$ cat src/rtl/fm_voice_pitch_update_defines.svh
// ----------------------------------------------------------------------------
// FM voice pitch update: assertion macros
// Shorthand for the concurrent checks at the end of the top level.
// ----------------------------------------------------------------------------
`ifndef FM_VOICE_PITCH_UPDATE_DEFINES_SVH
`define FM_VOICE_PITCH_UPDATE_DEFINES_SVH

// Checks a consequence in the same cycle; uses clk and rst_n of the caller.
`define FVPU_ASSERT_NOW(label, ante, cons, msg) \
    label: assert property (@(posedge clk) disable iff (!rst_n) (ante) |-> (cons)) \
        else $error(msg);

// Checks a consequence in the next cycle.
`define FVPU_ASSERT_NEXT(label, ante, cons, msg) \
    label: assert property (@(posedge clk) disable iff (!rst_n) (ante) |=> (cons)) \
        else $error(msg);

`endif

$ cat src/rtl/fvpu_pkg.sv
// ----------------------------------------------------------------------------
// FM voice pitch update: package
// Constants, the F-number table, the queued item type and the note
// conversion shared by the front and back parts.
// ----------------------------------------------------------------------------
`timescale 1ns / 1ps

package fvpu_pkg;

    localparam int NUM_CHANNELS = 9;
    localparam int SLOT_COUNT   = 2 * NUM_CHANNELS;
    localparam int SLOT_W       = $clog2(SLOT_COUNT);
    localparam int CH_W         = 4;
    localparam int QUEUE_DEPTH  = 2;

    localparam int WORD_W  = 16;
    localparam int DX_W    = 18;
    localparam int DIFF_W  = 19;
    localparam int MAG_W   = 17;
    localparam int PROD_W  = DIFF_W + MAG_W + 1;
    localparam int BEND_SHIFT = 13;

    localparam int FLAG_ARP = 0;
    localparam int FLAG_VIB = 1;
    localparam int FLAG_ENV = 2;

    localparam logic [1:0] VOICE_IDLE     = 2'd0;
    localparam logic [1:0] VOICE_RELEASED = 2'd2;

    localparam logic [7:0] REG_A_BASE     = 8'hA0;
    localparam logic [7:0] REG_B_BASE     = 8'hB0;
    localparam logic [7:0] SHADOW_A_RESET = 8'h00;
    localparam logic [7:0] SHADOW_B_RESET = 8'h01;

    localparam logic [7:0] SEMIS        = 8'd12;
    localparam logic [7:0] DIV12_MUL    = 8'd171;
    localparam int         DIV12_SHIFT  = 11;
    localparam logic signed [7:0] IDX_LOW  = -8'sd24;
    localparam logic signed [7:0] IDX_HIGH = 8'sd35;
    localparam int TABLE_DEPTH = 60;

    localparam logic [9:0] FNUM_TABLE [TABLE_DEPTH] = '{
        10'h015, 10'h017, 10'h018, 10'h019, 10'h01B, 10'h01D,
        10'h01E, 10'h020, 10'h022, 10'h024, 10'h026, 10'h028,
        10'h02B, 10'h02D, 10'h030, 10'h033, 10'h036, 10'h039,
        10'h03D, 10'h040, 10'h044, 10'h048, 10'h04C, 10'h051,
        10'h056, 10'h05B, 10'h060, 10'h066, 10'h06C, 10'h072,
        10'h079, 10'h080, 10'h088, 10'h090, 10'h099, 10'h0A2,
        10'h0AB, 10'h0B6, 10'h0C0, 10'h0CC, 10'h0D8, 10'h0E5,
        10'h0F2, 10'h101, 10'h110, 10'h120, 10'h132, 10'h144,
        10'h157, 10'h16B, 10'h181, 10'h198, 10'h1B0, 10'h1CA,
        10'h1E5, 10'h202, 10'h220, 10'h241, 10'h263, 10'h287
    };

    typedef struct packed {
        logic [CH_W-1:0]   channel;
        logic [1:0]        voice_state;
        logic [DX_W-1:0]   dx;
        logic [WORD_W-1:0] target;
        logic              bend_down;
        logic [MAG_W-1:0]  bend_mag;
        logic [7:0]        fine_tune;
    } item_t;

    // Block is note/12 through a reciprocal multiply, exact for 8-bit notes.
    function automatic logic [WORD_W-1:0] note_word(input logic [7:0] note,
                                                    input logic [7:0] offset);
        logic [15:0]       recip;
        logic [4:0]        block;
        logic [3:0]        semi;
        logic signed [7:0] idx;
        logic signed [7:0] clamped;
        logic [5:0]        tidx;
        recip   = 16'(note) * 16'(DIV12_MUL);
        block   = recip[DIV12_SHIFT +: 5];
        semi    = 4'(note - 8'({3'b000, block} * SEMIS));
        idx     = $signed(8'({4'b0000, semi} + offset));
        if (idx < IDX_LOW) begin
            clamped = IDX_LOW;
        end else if (idx > IDX_HIGH) begin
            clamped = IDX_HIGH;
        end else begin
            clamped = idx;
        end
        tidx = 6'(clamped - IDX_LOW);
        return {1'b0, block, FNUM_TABLE[tidx]};
    endfunction

endpackage

$ cat src/rtl/fvpu_in_if.sv
// ----------------------------------------------------------------------------
// FM voice pitch update: update channel
// Valid/ready channel that carries one per-tick voice update.
// ----------------------------------------------------------------------------
`timescale 1ns / 1ps

interface fvpu_in_if;
    logic              valid;
    logic              ready;
    logic [3:0]        channel;
    logic [15:0]       base_pack;
    logic [7:0]        note;
    logic signed [7:0] arp_offset;
    logic [2:0]        mode_flags;
    logic signed [15:0] vibrato;
    logic signed [15:0] env_level;
    logic signed [15:0] bend;
    logic signed [7:0] bend_range;
    logic signed [7:0] fine_tune;
    logic [1:0]        voice_state;

    modport source (
        output valid, channel, base_pack, note, arp_offset, mode_flags,
               vibrato, env_level, bend, bend_range, fine_tune, voice_state,
        input  ready
    );

    modport sink (
        input  valid, channel, base_pack, note, arp_offset, mode_flags,
               vibrato, env_level, bend, bend_range, fine_tune, voice_state,
        output ready
    );
endinterface

$ cat src/rtl/fvpu_out_if.sv
// ----------------------------------------------------------------------------
// FM voice pitch update: register write channel
// Valid/ready channel that carries one chip register write.
// ----------------------------------------------------------------------------
`timescale 1ns / 1ps

interface fvpu_out_if;
    logic        valid;
    logic        ready;
    logic [7:0]  reg_addr;
    logic [7:0]  reg_value;
    logic        write_valid;
    logic [15:0] tuned_pack;
    logic        last;

    modport source (
        output valid, reg_addr, reg_value, write_valid, tuned_pack, last,
        input  ready
    );

    modport sink (
        input  valid, reg_addr, reg_value, write_valid, tuned_pack, last,
        output ready
    );
endinterface

$ cat src/rtl/fvpu_front.sv
// ----------------------------------------------------------------------------
// FM voice pitch update: front part
// Accepts updates, drops idle voices and unknown channels, converts notes
// to packed words and registers the prepared item for the queue.
// ----------------------------------------------------------------------------
`timescale 1ns / 1ps

module fvpu_front (
    input  logic            clk,
    input  logic            rst_n,
    fvpu_in_if.sink         upd,
    output logic            item_valid,
    input  logic            item_ready,
    output fvpu_pkg::item_t item
);
    import fvpu_pkg::*;

    logic              valid_reg;
    logic              valid_next;
    item_t             item_reg;
    item_t             item_calc;
    logic              keep;
    logic              take;
    logic [WORD_W-1:0] arp_word;
    logic [7:0]        target_off;
    logic [DX_W-1:0]   start;
    logic [DX_W-1:0]   vib_term;
    logic [DX_W-1:0]   env_term;

    assign upd.ready = !valid_reg || item_ready;
    assign take      = upd.valid && upd.ready;
    assign keep      = (upd.voice_state != VOICE_IDLE)
                    && (upd.channel < CH_W'(NUM_CHANNELS));

    always_comb
    begin
        arp_word   = note_word(8'(upd.note + upd.arp_offset), 8'd0);
        target_off = upd.bend[15] ? 8'(8'd0 - upd.bend_range) : upd.bend_range;
        start      = upd.mode_flags[FLAG_ARP]
                   ? {{(DX_W-WORD_W){arp_word[WORD_W-1]}}, arp_word}
                   : {{(DX_W-WORD_W){upd.base_pack[WORD_W-1]}}, upd.base_pack};
        vib_term   = upd.mode_flags[FLAG_VIB]
                   ? {{(DX_W-16){upd.vibrato[15]}}, upd.vibrato} : '0;
        env_term   = upd.mode_flags[FLAG_ENV]
                   ? {{(DX_W-16){upd.env_level[15]}}, upd.env_level} : '0;

        item_calc.channel     = upd.channel;
        item_calc.voice_state = upd.voice_state;
        item_calc.dx          = start + vib_term + env_term;
        item_calc.target      = note_word(upd.note, target_off);
        item_calc.bend_down   = upd.bend[15];
        item_calc.bend_mag    = upd.bend[15]
                              ? MAG_W'(17'd0 - {upd.bend[15], upd.bend})
                              : {1'b0, upd.bend};
        item_calc.fine_tune   = upd.fine_tune;
    end

    always_comb
    begin
        valid_next = valid_reg;
        if (take) begin
            valid_next = keep;
        end else if (item_ready) begin
            valid_next = 1'b0;
        end
    end

    always_ff @(posedge clk or negedge rst_n)
    begin
        if (!rst_n) begin
            valid_reg <= 1'b0;
        end else begin
            valid_reg <= valid_next;
        end
    end

    always_ff @(posedge clk)
    begin
        if (take && keep) begin
            item_reg <= item_calc;
        end
    end

    assign item_valid = valid_reg;
    assign item       = item_reg;

endmodule

$ cat src/rtl/fvpu_fifo.sv
// ----------------------------------------------------------------------------
// FM voice pitch update: item queue
// Short register queue that decouples the front part from the back part.
// ----------------------------------------------------------------------------
`timescale 1ns / 1ps

module fvpu_fifo (
    input  logic            clk,
    input  logic            rst_n,
    input  logic            push_valid,
    output logic            push_ready,
    input  fvpu_pkg::item_t push_item,
    output logic            pop_valid,
    input  logic            pop_ready,
    output fvpu_pkg::item_t pop_item
);
    import fvpu_pkg::*;

    localparam int PTR_W = (QUEUE_DEPTH > 1) ? $clog2(QUEUE_DEPTH) : 1;
    localparam int CNT_W = $clog2(QUEUE_DEPTH + 1);

    item_t            slot_reg [QUEUE_DEPTH];
    logic [PTR_W-1:0] wr_ptr_reg;
    logic [PTR_W-1:0] wr_ptr_next;
    logic [PTR_W-1:0] rd_ptr_reg;
    logic [PTR_W-1:0] rd_ptr_next;
    logic [CNT_W-1:0] count_reg;
    logic [CNT_W-1:0] count_next;
    logic             do_push;
    logic             do_pop;

    assign push_ready = count_reg != CNT_W'(QUEUE_DEPTH);
    assign pop_valid  = count_reg != '0;
    assign pop_item   = slot_reg[rd_ptr_reg];
    assign do_push    = push_valid && push_ready;
    assign do_pop     = pop_valid && pop_ready;

    always_comb
    begin
        wr_ptr_next = wr_ptr_reg;
        rd_ptr_next = rd_ptr_reg;
        count_next  = count_reg;
        if (do_push) begin
            wr_ptr_next = (wr_ptr_reg == PTR_W'(QUEUE_DEPTH - 1)) ? '0 : wr_ptr_reg + 1'b1;
        end
        if (do_pop) begin
            rd_ptr_next = (rd_ptr_reg == PTR_W'(QUEUE_DEPTH - 1)) ? '0 : rd_ptr_reg + 1'b1;
        end
        if (do_push && !do_pop) begin
            count_next = count_reg + 1'b1;
        end else if (do_pop && !do_push) begin
            count_next = count_reg - 1'b1;
        end
    end

    always_ff @(posedge clk or negedge rst_n)
    begin
        if (!rst_n) begin
            wr_ptr_reg <= '0;
            rd_ptr_reg <= '0;
            count_reg  <= '0;
        end else begin
            wr_ptr_reg <= wr_ptr_next;
            rd_ptr_reg <= rd_ptr_next;
            count_reg  <= count_next;
        end
    end

    always_ff @(posedge clk)
    begin
        if (do_push) begin
            slot_reg[wr_ptr_reg] <= push_item;
        end
    end

endmodule

$ cat src/rtl/fvpu_back.sv
// ----------------------------------------------------------------------------
// FM voice pitch update: back part
// Bend interpolation in a difference, multiply and sum pipeline, then the
// two register writes per item with the shadow compare.
// ----------------------------------------------------------------------------
`timescale 1ns / 1ps

module fvpu_back (
    input  logic            clk,
    input  logic            rst_n,
    input  logic            pop_valid,
    output logic            pop_ready,
    input  fvpu_pkg::item_t pop_item,
    fvpu_out_if.source      wr
);
    import fvpu_pkg::*;

    // Difference stage.
    logic                d_valid_reg;
    logic                d_valid_next;
    logic                d_take;
    logic [DIFF_W-1:0]   d_diff_reg;
    logic [WORD_W-1:0]   d_dx_reg;
    logic                d_down_reg;
    logic [MAG_W-1:0]    d_mag_reg;
    logic [7:0]          d_fine_reg;
    logic [CH_W-1:0]     d_ch_reg;
    logic [1:0]          d_state_reg;
    logic [DIFF_W-1:0]   dx_ext;
    logic [DIFF_W-1:0]   tgt_ext;

    // Product stage.
    logic                p_valid_reg;
    logic                p_valid_next;
    logic                p_take;
    logic signed [PROD_W-1:0] product;
    logic [WORD_W-1:0]   p_step_reg;
    logic [WORD_W-1:0]   p_dx_reg;
    logic                p_down_reg;
    logic [7:0]          p_fine_reg;
    logic [CH_W-1:0]     p_ch_reg;
    logic [1:0]          p_state_reg;

    // Emit stage.
    logic                e_valid_reg;
    logic                e_valid_next;
    logic                e_last_reg;
    logic                e_last_next;
    logic                e_take;
    logic [WORD_W-1:0]   e_word_reg;
    logic [CH_W-1:0]     e_ch_reg;
    logic [1:0]          e_state_reg;
    logic [WORD_W-1:0]   word_calc;
    logic [WORD_W-1:0]   fine_ext;

    // Output register and shadow.
    logic                o_valid_reg;
    logic                o_valid_next;
    logic                out_load;
    logic [7:0]          o_addr_reg;
    logic [7:0]          o_value_reg;
    logic                o_diff_reg;
    logic [WORD_W-1:0]   o_word_reg;
    logic                o_last_reg;
    logic [7:0]          shadow_reg [SLOT_COUNT];
    logic [SLOT_W-1:0]   slot;
    logic [7:0]          value;
    logic [7:0]          addr;
    logic [2:0]          key_bits;
    logic                diff;

    assign out_load  = e_valid_reg && (!o_valid_reg || wr.ready);
    assign e_take    = !e_valid_reg || (out_load && e_last_reg);
    assign p_take    = !p_valid_reg || e_take;
    assign d_take    = !d_valid_reg || p_take;
    assign pop_ready = d_take;

    assign dx_ext  = {pop_item.dx[DX_W-1], pop_item.dx};
    assign tgt_ext = {{(DIFF_W-WORD_W){pop_item.target[WORD_W-1]}}, pop_item.target};

    assign product = PROD_W'($signed(d_diff_reg)) * PROD_W'($signed({1'b0, d_mag_reg}));

    assign fine_ext  = {{(WORD_W-8){p_fine_reg[7]}}, p_fine_reg};
    assign word_calc = p_down_reg ? p_dx_reg - p_step_reg + fine_ext
                                  : p_dx_reg + p_step_reg + fine_ext;

    always_comb
    begin
        key_bits = 3'(3'(VOICE_RELEASED) - {1'b0, e_state_reg});
        slot     = e_last_reg ? SLOT_W'(NUM_CHANNELS) + SLOT_W'(e_ch_reg) : SLOT_W'(e_ch_reg);
        addr     = e_last_reg ? REG_B_BASE + {4'b0000, e_ch_reg}
                              : REG_A_BASE + {4'b0000, e_ch_reg};
        value    = e_last_reg ? ({key_bits, 5'b00000} | e_word_reg[15:8]) : e_word_reg[7:0];
        diff     = shadow_reg[slot] != value;
    end

    always_comb
    begin
        d_valid_next = d_valid_reg;
        p_valid_next = p_valid_reg;
        e_valid_next = e_valid_reg;
        e_last_next  = e_last_reg;
        o_valid_next = o_valid_reg;
        if (d_take) begin
            d_valid_next = pop_valid;
        end
        if (p_take) begin
            p_valid_next = d_valid_reg;
        end
        if (e_take) begin
            e_valid_next = p_valid_reg;
            e_last_next  = 1'b0;
        end else if (out_load) begin
            e_last_next  = 1'b1;
        end
        if (out_load) begin
            o_valid_next = 1'b1;
        end else if (wr.ready) begin
            o_valid_next = 1'b0;
        end
    end

    always_ff @(posedge clk or negedge rst_n)
    begin
        if (!rst_n) begin
            d_valid_reg <= 1'b0;
            p_valid_reg <= 1'b0;
            e_valid_reg <= 1'b0;
            e_last_reg  <= 1'b0;
            o_valid_reg <= 1'b0;
        end else begin
            d_valid_reg <= d_valid_next;
            p_valid_reg <= p_valid_next;
            e_valid_reg <= e_valid_next;
            e_last_reg  <= e_last_next;
            o_valid_reg <= o_valid_next;
        end
    end

    always_ff @(posedge clk or negedge rst_n)
    begin
        if (!rst_n) begin
            for (int i = 0; i < SLOT_COUNT; i++) begin
                shadow_reg[i] <= (i < NUM_CHANNELS) ? SHADOW_A_RESET : SHADOW_B_RESET;
            end
        end else if (out_load && diff) begin
            shadow_reg[slot] <= value;
        end
    end

    always_ff @(posedge clk)
    begin
        if (d_take && pop_valid) begin
            d_diff_reg  <= pop_item.bend_down ? dx_ext - tgt_ext : tgt_ext - dx_ext;
            d_dx_reg    <= pop_item.dx[WORD_W-1:0];
            d_down_reg  <= pop_item.bend_down;
            d_mag_reg   <= pop_item.bend_mag;
            d_fine_reg  <= pop_item.fine_tune;
            d_ch_reg    <= pop_item.channel;
            d_state_reg <= pop_item.voice_state;
        end
        if (p_take && d_valid_reg) begin
            p_step_reg  <= product[BEND_SHIFT +: WORD_W];
            p_dx_reg    <= d_dx_reg;
            p_down_reg  <= d_down_reg;
            p_fine_reg  <= d_fine_reg;
            p_ch_reg    <= d_ch_reg;
            p_state_reg <= d_state_reg;
        end
        if (e_take && p_valid_reg) begin
            e_word_reg  <= word_calc;
            e_ch_reg    <= p_ch_reg;
            e_state_reg <= p_state_reg;
        end
        if (out_load) begin
            o_addr_reg  <= addr;
            o_value_reg <= value;
            o_diff_reg  <= diff;
            o_word_reg  <= e_word_reg;
            o_last_reg  <= e_last_reg;
        end
    end

    assign wr.valid       = o_valid_reg;
    assign wr.reg_addr    = o_addr_reg;
    assign wr.reg_value   = o_value_reg;
    assign wr.write_valid = o_diff_reg;
    assign wr.tuned_pack  = o_word_reg;
    assign wr.last        = o_last_reg;

endmodule

$ cat src/rtl/fm_voice_pitch_update.sv
// ----------------------------------------------------------------------------
// FM voice pitch update: top level
// Per-tick pitch update of one FM voice, giving the A0 and B0 register
// writes of its channel, each flagged against a per-channel shadow.
//
//   Channel  Direction  Contents
//   upd      sink       one voice update (channel, words, offsets, state)
//   wr       source     one register write, two per update, last on B0
//
// The two writes of an update leave one per cycle while wr.ready is high.
// After the update transfer the item passes the front register, the queue,
// then the difference, multiply, emit and output registers, each of which
// can hold it under back-pressure, before the first write is presented.
// Idle voices and channels beyond the last give no writes.
// The queue lets updates enter while the write port is stalled.
// Reset clears the valid flags and queue pointers and loads the shadow.
// ----------------------------------------------------------------------------
`timescale 1ns / 1ps

`include "fm_voice_pitch_update_defines.svh"

module fm_voice_pitch_update (
    input  logic       clk,
    input  logic       rst_n,
    fvpu_in_if.sink    upd,
    fvpu_out_if.source wr
);
    import fvpu_pkg::*;

    logic  front_valid;
    logic  front_ready;
    item_t front_item;
    logic  queue_valid;
    logic  queue_ready;
    item_t queue_item;

    fvpu_front u_front (
        .clk        (clk),
        .rst_n      (rst_n),
        .upd        (upd),
        .item_valid (front_valid),
        .item_ready (front_ready),
        .item       (front_item)
    );

    fvpu_fifo u_fifo (
        .clk        (clk),
        .rst_n      (rst_n),
        .push_valid (front_valid),
        .push_ready (front_ready),
        .push_item  (front_item),
        .pop_valid  (queue_valid),
        .pop_ready  (queue_ready),
        .pop_item   (queue_item)
    );

    fvpu_back u_back (
        .clk       (clk),
        .rst_n     (rst_n),
        .pop_valid (queue_valid),
        .pop_ready (queue_ready),
        .pop_item  (queue_item),
        .wr        (wr)
    );

    `FVPU_ASSERT_NEXT(a_b_follows_a,
        wr.valid && wr.ready && !wr.last,
        wr.valid && wr.last,
        "B0 write did not follow A0 write")
    `FVPU_ASSERT_NEXT(a_pair_match,
        wr.valid && wr.ready && !wr.last,
        (wr.reg_addr[3:0] == $past(wr.reg_addr[3:0]))
            && (wr.tuned_pack == $past(wr.tuned_pack)),
        "write pair differs in channel or word")
    `FVPU_ASSERT_NOW(a_addr_bank,
        wr.valid,
        wr.last ? (wr.reg_addr[7:4] == REG_B_BASE[7:4])
                : (wr.reg_addr[7:4] == REG_A_BASE[7:4]),
        "register bank does not match write order")
    `FVPU_ASSERT_NEXT(a_idle_dropped,
        upd.valid && upd.ready && (upd.voice_state == VOICE_IDLE),
        !front_valid,
        "idle voice update was queued")

endmodule
$ cat src/flat_wrapper.sv
// flat-port wrapper written by rule: the top's interface ports become plain ports
module fm_voice_pitch_update_flat import fvpu_pkg::*;
  (clk, rst_n, upd_valid, upd_channel, upd_base_pack, upd_note, upd_arp_offset, upd_mode_flags, upd_vibrato, upd_env_level, upd_bend, upd_bend_range, upd_fine_tune, upd_voice_state, upd_ready, wr_valid, wr_reg_addr, wr_reg_value, wr_write_valid, wr_tuned_pack, wr_last, wr_ready);
  fvpu_in_if upd_i ();
  fvpu_out_if wr_i ();
  input  logic clk;
  input  logic rst_n;
  input wire logic [$bits(upd_i.valid)-1:0] upd_valid;
  input wire logic [$bits(upd_i.channel)-1:0] upd_channel;
  input wire logic [$bits(upd_i.base_pack)-1:0] upd_base_pack;
  input wire logic [$bits(upd_i.note)-1:0] upd_note;
  input wire logic [$bits(upd_i.arp_offset)-1:0] upd_arp_offset;
  input wire logic [$bits(upd_i.mode_flags)-1:0] upd_mode_flags;
  input wire logic [$bits(upd_i.vibrato)-1:0] upd_vibrato;
  input wire logic [$bits(upd_i.env_level)-1:0] upd_env_level;
  input wire logic [$bits(upd_i.bend)-1:0] upd_bend;
  input wire logic [$bits(upd_i.bend_range)-1:0] upd_bend_range;
  input wire logic [$bits(upd_i.fine_tune)-1:0] upd_fine_tune;
  input wire logic [$bits(upd_i.voice_state)-1:0] upd_voice_state;
  output wire logic [$bits(upd_i.ready)-1:0] upd_ready;
  output wire logic [$bits(wr_i.valid)-1:0] wr_valid;
  output wire logic [$bits(wr_i.reg_addr)-1:0] wr_reg_addr;
  output wire logic [$bits(wr_i.reg_value)-1:0] wr_reg_value;
  output wire logic [$bits(wr_i.write_valid)-1:0] wr_write_valid;
  output wire logic [$bits(wr_i.tuned_pack)-1:0] wr_tuned_pack;
  output wire logic [$bits(wr_i.last)-1:0] wr_last;
  input wire logic [$bits(wr_i.ready)-1:0] wr_ready;
  assign upd_i.valid = upd_valid;
  assign upd_i.channel = upd_channel;
  assign upd_i.base_pack = upd_base_pack;
  assign upd_i.note = upd_note;
  assign upd_i.arp_offset = upd_arp_offset;
  assign upd_i.mode_flags = upd_mode_flags;
  assign upd_i.vibrato = upd_vibrato;
  assign upd_i.env_level = upd_env_level;
  assign upd_i.bend = upd_bend;
  assign upd_i.bend_range = upd_bend_range;
  assign upd_i.fine_tune = upd_fine_tune;
  assign upd_i.voice_state = upd_voice_state;
  assign upd_ready = upd_i.ready;
  assign wr_valid = wr_i.valid;
  assign wr_reg_addr = wr_i.reg_addr;
  assign wr_reg_value = wr_i.reg_value;
  assign wr_write_valid = wr_i.write_valid;
  assign wr_tuned_pack = wr_i.tuned_pack;
  assign wr_last = wr_i.last;
  assign wr_i.ready = wr_ready;
  fm_voice_pitch_update u_core (.clk(clk), .rst_n(rst_n), .upd(upd_i), .wr(wr_i));
endmodule
$ cat config.mk
export PLATFORM = sky130hd
export DESIGN_NAME = fm_voice_pitch_update_flat
export DESIGN_NICKNAME = d
export VERILOG_FILES = /design/src/rtl/fvpu_pkg.sv /design/src/rtl/fvpu_in_if.sv /design/src/rtl/fvpu_out_if.sv /design/src/rtl/fvpu_front.sv /design/src/rtl/fvpu_fifo.sv /design/src/rtl/fvpu_back.sv /design/src/rtl/fm_voice_pitch_update.sv /design/src/flat_wrapper.sv
export VERILOG_INCLUDE_DIRS = /design/src /design/src/rtl
export SDC_FILE = /design/constraint.sdc
export NUM_CORES = 2
export LEC_CHECK = 0
export ABC_AREA = 0
export BUFFER_PORTS_ARGS = -buffer_cell sky130_fd_sc_hd__buf_4
export CORE_MARGIN = 5
export CORE_UTILIZATION = 50
export CTS_CLUSTER_DIAMETER = 150
export CTS_CLUSTER_SIZE = 14
export DETAILED_ROUTE_END_ITERATION = 12
export PLACE_DENSITY_LB_ADDON = 0.12
export SLEW_MARGIN = 20
export SYNTH_ARGS = -nofsm -noshare
export SYNTH_HDL_FRONTEND = slang
export SYNTH_SLANG_ARGS = --single-unit
$ cat constraint.sdc
create_clock -name clk -period 5.89 [get_ports clk]
set_clock_uncertainty 0.1 [all_clocks]
set_input_delay 0.2945 -clock clk [delete_from_list [all_inputs] [get_ports clk]]
set_output_delay 0.2945 -clock clk [all_outputs]
set_load 0.005 [all_outputs]
==> results_dict.tcl <==
set metrics [dict create \
    cts_num_sinks 515 \
    rsz0062_at_grt "yes" \
    slowest_delay_ps 560 \
    synth_top_family_by_area "adder cells" \
    outcome "complete, but fails checks" \
    synth_fa_ha_area_share_pct 25.49 \
    coreArea_sq_um 77340 \
    synth_area_leaders "edfxtp_1 28%, fa_1 17%, dfrtp_1 9.3%, ha_1 8.4%, mux2_2 5.9%" \
    initial_core_util_pct 50.39 \
    cp_common_cell "fa_1" \
    muxShareOfSynthArea_pct 10.32 \
    layout_setup_ws_ps -1885 \
    synth_compound_area_share_pct 6.845 \
    drt_wl_total_um 94370 \
    netlist-cell-type-count 88 \
    period_share_pct 132.0 \
    finalMaxSlewViolations 0 \
    rr_worst_depth 22 \
    ys_warn_count 0 \
    pin_count 145 \
    min_path_cells 1 \
    hold_start "upd_bend[15]" \
    final_core_util_pct 60.30 \
    finalHoldViolCount 0 \
    ys_seq_elements 515 \
    die_h_um 289.2 \
    r2r_end "u_core.u_back.p_step_reg[15]" \
    vias 26300 \
    end_kind "flip-flop" \
    mappedNetlistArea_sq_um 38970 \
    drive_gt1_share_pct 27.69 \
    syn2layout_area_growth_pct 19.67 \
    synth.top_cell.area_share_pct 27.82 \
    synth.avg_cell_area_sq_um 11.55 \
    die-area_sq_um 83620 \
    yosys.area.top_type "edfxtp_1" \
    synth_flop_cell "edfxtp_1" \
    yosys.area_share.simple_pct 9.562 \
    grt_use_total_pct 22.96 \
    die_w_um 289.2 \
    path_class "input pin to flip-flop" \
    setup_viol 31 \
    worstSetupStartpointType "input pin" \
    dp_hpwl_um 72380 \
    slowest_stage "fa_1" \
    core.rowCount 102 \
    grt_pass1_vias 28610 \
    fin_nets 4526 \
    period_minus_slack_ps 7775 \
    wl_per_cell_um 19.32 \
    design_area_sq_um 46630 \
    crit_fanout 4 \
    largest_reg_flops 144 \
    cts_tree "built" \
    layout_common_cells "518 x inv_1, 447 x buf_4, 361 x edfxtp_1" \
    cts_root_buffer "clkbuf_16" \
    grt_max_degree 84 \
    numCtsBuffers 42 \
    gp_congestion 0.9142 \
    synth_xor_xnor_area_share_pct 3.269 \
    h-tree-depth 2 \
    violations "negative setup slack" \
    cp.required_ps 6110 \
    grt_pass1_wl_um 153600 \
    worstPathArrival_ps 7990 \
    antenna_found_initial 3 \
    drt_iter0_drc 1501 \
    antenna_left 0 \
    final_common_cell "inv_1" \
    cap_violations 0 \
    clkLatencyLatePin_ps 580 \
    relSlewSlack_pct 32.33 \
    place_area_sq_um 43540 \
    holdPathEnd "u_core.u_front.item[25]" \
    via_per_inst 5.383 \
    drc_errors 0 \
    clk_pin_slew_worst_paths_ps 60 \
    reg2reg_slack_ps -120 \
    rr_startpoint "u_core.u_back.d_diff_reg[6]" \
    netlist_instances 3373 \
    tightest_slew_ps 1015 \
    placement.io_buffers 141 \
    synth_edf_count 361 \
    cts_buffer_depth 3 \
    fmax_mhz 128.6 \
    async_reset_ff_share_pct 29.90 \
    hold_class "input pin to flip-flop" \
    drt_pre_antenna_iters 5 \
    ys_seq_area_share_pct 37.74 \
    grt_overflow 0 \
]
-- cells in the mapped netlist (all sizes together), types with 36 or more instances --
cell    number
dfrtp      145
nor2       105
xor2        36
o21ai       93
a21oi       91
mux4        49
clkbuf      94
nand2      277
and2       137
ha         261
edfxtp     361
buf         40
mux2i       63
a21o        44
inv        536
fa         333
nor3        46
mux2       203
xnor2      106
-- per-layer routing --
metal  part of all wire, %  up-vias  global-route usage [%]
met4                   2.2        0                   5.149
met3                   4.4      136                   2.707
met5                     0        -                       0
li1                      -    12240                       -
met1                    44    13290                   32.02
met2                    49      628                   39.09
-- timing repair --
action	CTS	global route
endpoints found under the hold margin	109	0
cloned	0	0
endpoints found under the setup margin	36	39
setup buffers	58	29
hold buffers	31	0
pin swaps	129	80
gates resized for setup	135	95
-- cell type report --
cell class / count / area, sq um
Fill cell: 6270 / 30710
Multi-Input combinational cell: 2188 / 22940
Sequential cell: 515 / 14710
Timing Repair Buffer: 538 / 4462
Inverter: 538 / 2037
Tap cell: 1040 / 1301
Clock buffer: 61 / 1144
Clock inverter: 3 / 33.78
Antenna cell: 2 / 5.005
-- per-stage QoR --
stage / hold slack, ps / worst slack, ps / instances / setup TNS, ps
2_1_floorplan: -101.1 / -2103 / 3375 / -31510
3_3_place_gp: 281.5 / -2539 / 4719 / -49100
3_5_place_dp: 295.3 / -2718 / 4719 / -52440
4_1_cts: 36.05 / -1922 / 4862 / -29120
5_1_grt: 53.84 / -2260 / 4883 / -38190
6_report: 68.44 / -1885 / 4885 / -28600
-- cells by family (layout without fill, tap and decap cells) --
group                      after synthesis  count (layout)
adders and majority gates              594             594
DFF                                    515             515
and+or+nand+nor                        723             723
other                                    2               6
buffers and inverters                  672            1140
muxes                                  315             315
xor gates and xnor gates               143             143
AOI/OAI and AO/OA                      409             409
-- how the worst max path moves through the flow --
stage                      startpoint                      end  slack (ps)  cells past startpoint
floorplan           upd_arp_offset[1]  u_core.u_front.item[58]       -2100                     39
global placement          upd_note[0]  u_core.u_front.item[59]       -2540                     39
detailed placement        upd_note[0]  u_core.u_front.item[59]       -2720                     39
CTS                 upd_arp_offset[1]  u_core.u_front.item[59]       -1920                     40
global route              upd_note[1]  u_core.u_front.item[57]       -2260                     42
finish                    upd_note[1]  u_core.u_front.item[59]       -1890                     42
-- critical path, delay by kind of cell --
kind	cells	cell delay [ps]
XOR/XNOR	5	910
adder cells (fa/ha/maj)	10	3440
AND/OR/NAND/NOR	4	380
buffers and inverters	9	870
AO/OA/AOI/OAI	14	2110
Power is not shown: default switching activity piles up to over one toggle a cycle in this logic, so the estimate is an artifact.
